**src/rtl/tsf_pkg.sv**
```systemverilog
`timescale 1ns / 1ps

package tsf_pkg;

  localparam logic [15:0] HEADER_BYTES  = 16'd20;
  localparam logic [7:0]  TS_KIND       = 8'd8;
  localparam int          MIN_REMAIN    = 10;
  localparam logic [3:0]  TS_LAST_INDEX = 4'd9;
  localparam logic [3:0]  TS_VALUE_END  = 4'd5;
  localparam logic [15:0] POS_MAX       = 16'hFFFF;

  // bound offsets: kind byte needs pos + 1 + 10, length byte needs pos - 1 + length + 10
  localparam logic [16:0] KIND_GAP = 17'(1 + MIN_REMAIN);
  localparam logic [16:0] LEN_GAP  = 17'(MIN_REMAIN - 1);

  localparam int QUEUE_DEPTH = 4;
  localparam int QUEUE_AW    = $clog2(QUEUE_DEPTH);

  typedef enum logic [1:0] {
    PH_WAIT,
    PH_LEN,
    PH_CAPTURE
  } phase_t;

  typedef enum logic [1:0] {
    OUT_NONE,
    OUT_MISS,
    OUT_HIT
  } outcome_t;

  // classified beat passed from front to back
  typedef struct packed {
    logic [7:0]  data;
    logic        first;
    logic        last;
    logic [15:0] total_length;
    logic [15:0] pos;
    logic [16:0] pos_len;
    logic        kind_fail;
  } beat_t;

  typedef struct packed {
    logic        found;
    logic [7:0]  option_kind;
    logic [7:0]  option_length;
    logic [31:0] ts_value;
    logic [31:0] ts_echo;
  } result_t;

endpackage

```
**src/rtl/tsf_front.sv**
```systemverilog
`timescale 1ns / 1ps

module tsf_front
  import tsf_pkg::*;
(
  input  logic        clk,
  input  logic        rst,
  input  logic        in_valid,
  output logic        in_ready,
  input  logic [7:0]  data_byte,
  input  logic        first_byte,
  input  logic        last_byte,
  input  logic [15:0] total_length,
  output logic        beat_valid,
  input  logic        beat_ready,
  output beat_t       beat
);

  logic [15:0] pos_cnt;
  logic [15:0] pos;
  logic        take;

  assign in_ready = !beat_valid || beat_ready;
  assign take     = in_valid && in_ready;
  assign pos      = first_byte ? 16'd0 : pos_cnt;

  always_ff @(posedge clk) begin
    if (rst) begin
      pos_cnt    <= 16'd0;
      beat_valid <= 1'b0;
    end else begin
      if (take) begin
        pos_cnt    <= (pos == POS_MAX) ? POS_MAX : pos + 16'd1;
        beat_valid <= 1'b1;
      end else if (beat_ready) begin
        beat_valid <= 1'b0;
      end
    end
  end

  always_ff @(posedge clk) begin
    if (take) begin
      beat.data         <= data_byte;
      beat.first        <= first_byte;
      beat.last         <= last_byte;
      beat.total_length <= total_length;
      beat.pos          <= pos;
      beat.pos_len      <= {1'b0, pos} + LEN_GAP;
      beat.kind_fail    <= ({1'b0, pos} + KIND_GAP) > {1'b0, total_length};
    end
  end

endmodule

```
**src/rtl/tsf_queue.sv**
```systemverilog
`timescale 1ns / 1ps

module tsf_queue
  import tsf_pkg::*;
(
  input  logic  clk,
  input  logic  rst,
  input  logic  push_valid,
  output logic  push_ready,
  input  beat_t push_beat,
  output logic  pop_valid,
  input  logic  pop_ready,
  output beat_t pop_beat
);

  beat_t                 slots [QUEUE_DEPTH];
  logic [QUEUE_AW-1:0]   wr_ptr;
  logic [QUEUE_AW-1:0]   rd_ptr;
  logic [QUEUE_AW:0]     count;
  logic                  push;
  logic                  pop;

  assign push_ready = count != (QUEUE_AW+1)'(QUEUE_DEPTH);
  assign pop_valid  = count != '0;
  assign push       = push_valid && push_ready;
  assign pop        = pop_valid && pop_ready;
  assign pop_beat   = slots[rd_ptr];

  always_ff @(posedge clk) begin
    if (rst) begin
      wr_ptr <= '0;
      rd_ptr <= '0;
      count  <= '0;
    end else begin
      if (push) wr_ptr <= wr_ptr + 1'b1;
      if (pop)  rd_ptr <= rd_ptr + 1'b1;
      if (push && !pop)      count <= count + 1'b1;
      else if (pop && !push) count <= count - 1'b1;
    end
  end

  always_ff @(posedge clk) begin
    if (push) slots[wr_ptr] <= push_beat;
  end

endmodule

```
**src/rtl/tsf_back.sv**
```systemverilog
`timescale 1ns / 1ps

module tsf_back
  import tsf_pkg::*;
(
  input  logic    clk,
  input  logic    rst,
  input  logic    beat_valid,
  output logic    beat_ready,
  input  beat_t   beat,
  output logic    out_valid,
  input  logic    out_ready,
  output result_t result
);

  logic [15:0] next_option_start, next_option_start_next;
  phase_t      parse_phase, parse_phase_next;
  logic [3:0]  capture_count, capture_count_next;
  logic [7:0]  held_length, held_length_next;
  logic [31:0] value_shift, value_shift_next;
  logic [31:0] echo_shift, echo_shift_next;
  logic        resolved, resolved_next;
  outcome_t    outcome;
  logic        step;
  logic        len_fail;
  logic [15:0] len_target;

  assign beat_ready = !out_valid || out_ready;
  assign step       = beat_valid && beat_ready;
  assign len_fail   = ({1'b0, beat.pos_len} + {10'd0, beat.data}) > {2'b0, beat.total_length};
  assign len_target = beat.pos + {8'd0, beat.data} - 16'd1;

  always_comb begin
    next_option_start_next = next_option_start;
    parse_phase_next       = parse_phase;
    capture_count_next     = capture_count;
    held_length_next       = held_length;
    value_shift_next       = value_shift;
    echo_shift_next        = echo_shift;
    resolved_next          = resolved;
    outcome                = OUT_NONE;

    if (beat.first) begin
      next_option_start_next = HEADER_BYTES;
      parse_phase_next       = PH_WAIT;
      capture_count_next     = 4'd0;
      held_length_next       = 8'd0;
      value_shift_next       = 32'd0;
      echo_shift_next        = 32'd0;
      resolved_next          = 1'b0;
    end

    if (!resolved_next) begin
      unique case (parse_phase_next)
        PH_WAIT: begin
          if (beat.pos == next_option_start_next) begin
            if (beat.data <= 8'd1) begin
              if (beat.kind_fail) outcome = OUT_MISS;
              else next_option_start_next = beat.pos + 16'd1;
            end else if (beat.data == TS_KIND) begin
              parse_phase_next   = PH_CAPTURE;
              capture_count_next = 4'd0;
              held_length_next   = 8'd0;
              value_shift_next   = 32'd0;
              echo_shift_next    = 32'd0;
            end else begin
              parse_phase_next = PH_LEN;
            end
          end
        end
        PH_LEN: begin
          if (beat.data == 8'd0 || len_fail) begin
            outcome = OUT_MISS;
          end else if (beat.data == 8'd1) begin
            // a length of one is re-read as a one-byte kind
            if (beat.kind_fail) begin
              outcome = OUT_MISS;
            end else begin
              next_option_start_next = beat.pos + 16'd1;
              parse_phase_next       = PH_WAIT;
            end
          end else begin
            next_option_start_next = len_target;
            parse_phase_next       = PH_WAIT;
          end
        end
        PH_CAPTURE: begin
          capture_count_next = capture_count_next + 4'd1;
          if (capture_count_next == 4'd1)
            held_length_next = beat.data;
          else if (capture_count_next <= TS_VALUE_END)
            value_shift_next = {value_shift_next[23:0], beat.data};
          else
            echo_shift_next = {echo_shift_next[23:0], beat.data};
          if (capture_count_next == TS_LAST_INDEX) outcome = OUT_HIT;
        end
        default: begin
          parse_phase_next = PH_WAIT;
        end
      endcase
      if (outcome == OUT_NONE && beat.last) outcome = OUT_MISS;
      if (outcome != OUT_NONE) resolved_next = 1'b1;
    end
  end

  always_ff @(posedge clk) begin
    if (rst) begin
      next_option_start <= HEADER_BYTES;
      parse_phase       <= PH_WAIT;
      capture_count     <= 4'd0;
      held_length       <= 8'd0;
      value_shift       <= 32'd0;
      echo_shift        <= 32'd0;
      resolved          <= 1'b0;
      out_valid         <= 1'b0;
    end else begin
      if (step) begin
        next_option_start <= next_option_start_next;
        parse_phase       <= parse_phase_next;
        capture_count     <= capture_count_next;
        held_length       <= held_length_next;
        value_shift       <= value_shift_next;
        echo_shift        <= echo_shift_next;
        resolved          <= resolved_next;
      end
      if (step && outcome != OUT_NONE) out_valid <= 1'b1;
      else if (out_ready)              out_valid <= 1'b0;
    end
  end

  always_ff @(posedge clk) begin
    if (step && outcome != OUT_NONE) begin
      if (outcome == OUT_HIT) begin
        result.found         <= 1'b1;
        result.option_kind   <= TS_KIND;
        result.option_length <= held_length_next;
        result.ts_value      <= value_shift_next;
        result.ts_echo       <= echo_shift_next;
      end else begin
        result <= '0;
      end
    end
  end

endmodule

```
**src/rtl/tcp_timestamp_option_finder.sv**
```systemverilog
`timescale 1ns / 1ps

// Scans a TCP segment for the timestamp option.
// Input channel (in_valid/in_ready): one segment byte per beat, with first_byte,
// last_byte and the stated total_length on every beat.
// Output channel (out_valid/out_ready): one result beat per settled segment, either the
// timestamp option (found, kind, length, value, echo) or all zeros for not found.
// Bytes after a segment is settled are dropped until the next first_byte.
// Throughput: one byte per cycle, sustained while the receiver keeps out_ready high.
// The byte that settles the segment passes through the front register and the byte
// queue, and its result is then held in the result register.
// A 4-entry byte queue sits between the classifying front end and the option
// walker, so a stalled receiver backs up through the queue before in_ready drops.
// The result register holds while out_ready is low; the walker stalls behind it.
// Reset (rst, synchronous) empties the queue and result register and treats the
// next byte as the start of a segment.
module tcp_timestamp_option_finder
  import tsf_pkg::*;
(
  input  logic        clk,
  input  logic        rst,
  input  logic        in_valid,
  output logic        in_ready,
  input  logic [7:0]  data_byte,
  input  logic        first_byte,
  input  logic        last_byte,
  input  logic [15:0] total_length,
  output logic        out_valid,
  input  logic        out_ready,
  output logic        found,
  output logic [7:0]  option_kind,
  output logic [7:0]  option_length,
  output logic [31:0] ts_value,
  output logic [31:0] ts_echo
);

  logic    front_valid;
  logic    front_ready;
  beat_t   front_beat;
  logic    queue_valid;
  logic    queue_ready;
  beat_t   queue_beat;
  result_t result;

  tsf_front u_front (
    .clk          (clk),
    .rst          (rst),
    .in_valid     (in_valid),
    .in_ready     (in_ready),
    .data_byte    (data_byte),
    .first_byte   (first_byte),
    .last_byte    (last_byte),
    .total_length (total_length),
    .beat_valid   (front_valid),
    .beat_ready   (front_ready),
    .beat         (front_beat)
  );

  tsf_queue u_queue (
    .clk        (clk),
    .rst        (rst),
    .push_valid (front_valid),
    .push_ready (front_ready),
    .push_beat  (front_beat),
    .pop_valid  (queue_valid),
    .pop_ready  (queue_ready),
    .pop_beat   (queue_beat)
  );

  tsf_back u_back (
    .clk        (clk),
    .rst        (rst),
    .beat_valid (queue_valid),
    .beat_ready (queue_ready),
    .beat       (queue_beat),
    .out_valid  (out_valid),
    .out_ready  (out_ready),
    .result     (result)
  );

  assign found         = result.found;
  assign option_kind   = result.option_kind;
  assign option_length = result.option_length;
  assign ts_value      = result.ts_value;
  assign ts_echo       = result.ts_echo;

endmodule

```
**config.mk**
```make
export PLATFORM = sky130hd
export DESIGN_NAME = tcp_timestamp_option_finder
export DESIGN_NICKNAME = d
export VERILOG_FILES = /design/src/rtl/tsf_pkg.sv /design/src/rtl/tsf_front.sv /design/src/rtl/tsf_queue.sv /design/src/rtl/tsf_back.sv /design/src/rtl/tcp_timestamp_option_finder.sv
export SDC_FILE = /design/constraint.sdc
export NUM_CORES = 1
export LEC_CHECK = 0
export BUFFER_PORTS_ARGS = -buffer_cell sky130_fd_sc_hd__buf_2
export CORE_ASPECT_RATIO = 2
export CORE_MARGIN = 5
export CORE_UTILIZATION = 45
export DETAILED_ROUTE_END_ITERATION = 7
export SYNTH_ARGS = -nofsm -noshare
export SYNTH_HDL_FRONTEND = slang
export SYNTH_SLANG_ARGS = --single-unit
```
**constraint.sdc**
```tcl
create_clock -name clk -period 13.3 [get_ports clk]
set_input_delay 0 -clock clk [delete_from_list [all_inputs] [get_ports clk]]
set_output_delay 0 -clock clk [all_outputs]
set_load 0.005 [all_outputs]
```
==> results.md <==
* Vias per cell at 5.65
* Die Y at around 330 um
* Dominant cell type by area after synthesis: edfxtp_1
* Int Power at ~3.3 mW
* Dpl hpwl at roughly 40 mm
* First-pass GRT wire length at ~86 mm
* Clock slew at reported path FFs at 0.06 ns
* Avg Inst Size Synth at about 13 um^2
* RSZ-0062 raised after global routing: false
* Worst skew pair latency at between 0.5 and 0.6 ns
* CP Class: reg -> reg
* Met1 WL at around 20 mm
* Setup tns final at 0 ns
* Cell Area, Placed at around 24000 um^2
* CP Data Arrival Time at 6.97 ns
* Largest cells by area after synthesis: edfxtp_1 (50%), dfxtp_1 (11%), mux4_2 (5.9%)
* #FFs+latches synth at 491
* Fmax at 148 MHz
* Final setup violating endpoints at 0
* Psw at 1.78 mW
* Min-delay worst type: in -> reg
* Synth-to-Final Area Change at 13.0%
* Lkg Pwr at 9.27 nW
* Post-synthesis sequential area ratio at 0.605
* Die X at between 150 and 200 um
* Req. time, crit path at 13.52 ns
* Slowest cell on crit path: mux4_2
* Initial antenna violation count at 0
* Crit end category: flop
* DRC Markers at 0
* Ant. Diodes at 0
* WL/cell at 22.0 um
* Status: finished, final reports clean
* Final Max Slew Viols at 0
* Final worst path period share at 0.507
* Final instance area at 25300 um^2
* Core ar. at 49400 um^2
* GR Util All Layers at 0.202
* Initial DRT Pass Iterations at 5
* Top FF cell, synth: edfxtp_1
* Net Sw Frac at 0.352
* CTS resizes at 0
* Max layer used: met4
* Placer Congestion at between 0.9 and 1
* Slew @ Worst Pin at 1.10 ns
* Fillers at 4234
* PD cells at 199 nW/um^2
* Cell area after synthesis at 22400 um^2
* Max stage delay on crit path at just over 0.7 ns
* Mapped Cells at 1741
* Max clock buf depth at 3
* H-tree depth at 2
* Max Clock Skew at 0.0237 ns
* Synth top cells by count: edfxtp_1 (373), nor2_1 (134), dfxtp_1 (118), inv_1 (100)
* I/O Buffers at 105
* Initial DRC Count at 962
* Via count at about 14k
* Count leader, synth: edfxtp_1
* Max-Cap Viols at 0
* CTS Hold Bufs at 29
* I/O Pins at about 110
* Yosys warning count at 0
* FP Rows at ~120
* Max VDD drop at 0.112 mV
* Postcts setup bufs at 0
* Antenna-violating nets left at 0
* Crit start category: flop
* Worst path cell trace: buf_4 > mux4_2 > ha_1 > or4_1 > nor2_1 > o21a_1 > nor2_1 > nand2_1 > xnor2_1 > ha_1 > nand4_1 > a211oi_1 > a2111o_1 > a221o_1 > a21oi_1 > nand2_1 > o21ai_0 > o211a_1 > nor2_4 > buf_4
* Register area at 13600 um^2
* CP max FO at 73
* Starting Density at 0.455
* Multi-input gate area at between 8000 and 9000 um^2
* Clock share of power at 0.257
* Share of cells above drive strength 1 at 0.154
* Root Driver: clkbuf_16
* CTS Sinks at 491
* Yosys top cell area share at 0.499
* Full die area at 54700 um^2
* Seq pwr share at 0.382
* Tmin final at between 6 and 7 ns
* Vias in the first global route at 14.8k
* CTS tree: yes
* Largest net degree at the start of global routing at 78
* Slew headroom at 0.265
* WL final at 55.9 mm
* GRT overflow at 0
* Comb pwr share at 0.362
* Met3 WL post-DR at 2.04 mm
* Final net count at 1969
* Num CTS Buffers at 43
* Number of synthesized flops with an enable pin at 373
* Routed wl met2 at slightly above 30 mm
* Final hold vios at 0
* Number of distinct library cells after synthesis at 77
* Async SR Flop Fraction at 0
-- power groups by stage --
stage               Combinational [mW]  Clock, mW  Sequential [mW]
CTS                               1.85       1.33             1.93
global route                      2.01       1.38             1.94
floorplan                         1.29          0             1.95
global placement                  1.82          0             1.95
detailed placement                1.83          0             1.96
finish                            1.82       1.29             1.92
-- stage by stage --
stage / std cells / utilization / worst slack [ns] / total power, mW / hold slack, ns
2_1_floorplan: 1747 / - / 4.55 / 3.24 / 0.0989
3_3_place_gp: 2427 / 0.478 / 6.50 / 3.77 / 0.179
3_5_place_dp: 2427 / 0.478 / 6.43 / 3.79 / 0.178
4_1_cts: 2536 / 0.514 / 6.40 / 5.10 / 0.102
5_1_grt: 2536 / 0.514 / 6.08 / 5.33 / 0.114
6_report: 2536 / 0.514 / 6.55 / 5.04 / 0.136
-- cells in the final DEF, fill, tap and decap left out, types with 60 or more instances in the layout --
cell type,instances
nor2_1,133
xnor2_1,60
nand2_1,83
dfxtp_1,116
buf_2,105
a21oi_1,80
inv_1,100
a22o_1,61
ha_1,78
and3_1,60
edfxtp_1,373
o21ai_0,83
-- layer usage --
layer / global-route usage / vias to the layer above
met2: 0.384 / 381
met1: 0.212 / 7055
li1: - / 6739
met5: 0 / -
met3: 0.0223 / 143
met4: 0.116 / 0
-- worst max-delay path: cells and delay by family, from the launching register on --
kind	cells	cell delay, ns
AOI/OAI and AO/OA	7	2.04
xor gates and xnor gates	1	0.13
adders and majority gates	2	0.54
buffers and inverters	2	0.85
DFF	1	0.54
muxes	1	0.71
and+or+nand+nor	7	1.49
-- final timing paths --
kind | start | end | slack [ns] | cells past startpoint
worst min register to register | u_back.value_shift[31] | u_back.value_shift[31] | 0.46 | 1
worst max register to register | flop | u_back.result[28] | 6.55 | 20
worst max-delay path | flop | u_back.result[28] | 6.55 | 20
worst min-delay path | data_byte[2] | u_front.beat[54] | 0.14 | 2
-- sequential cells by signal (all words and copies together), names as in the netlist, 4 cells and up, named ones only --
name and flops:
u_back.capture_count 4, u_queue.slots 240, u_back.echo_shift 28, u_back.held_length 8, u_back.value_shift 32, u_back.next_option_start 16
u_back.result 73, u_front.pos_cnt 16, u_front.beat 60
-- area by class of cell --
cell class / instances / area share
inverter: 102 / 0.0151
timing repair buffer: 161 / 0.0402
multi-input combinational: 1059 / 0.319
sequential: 491 / 0.535
clock inverter: 21 / 0.00963
tap: 643 / 0.0317
clock buffer: 59 / 0.0485
-- kinds of logic after synthesis --
group | synth area share
compound gates | 0.112
fa+ha+maj | 0.0462
xor+xnor | 0.0355
simple gates | 0.0953
flops | 0.605
buf+inv | 0.0371
mux | 0.0694
other cells | 0.000167
Note: power is estimated with default switching activity, not from simulation.
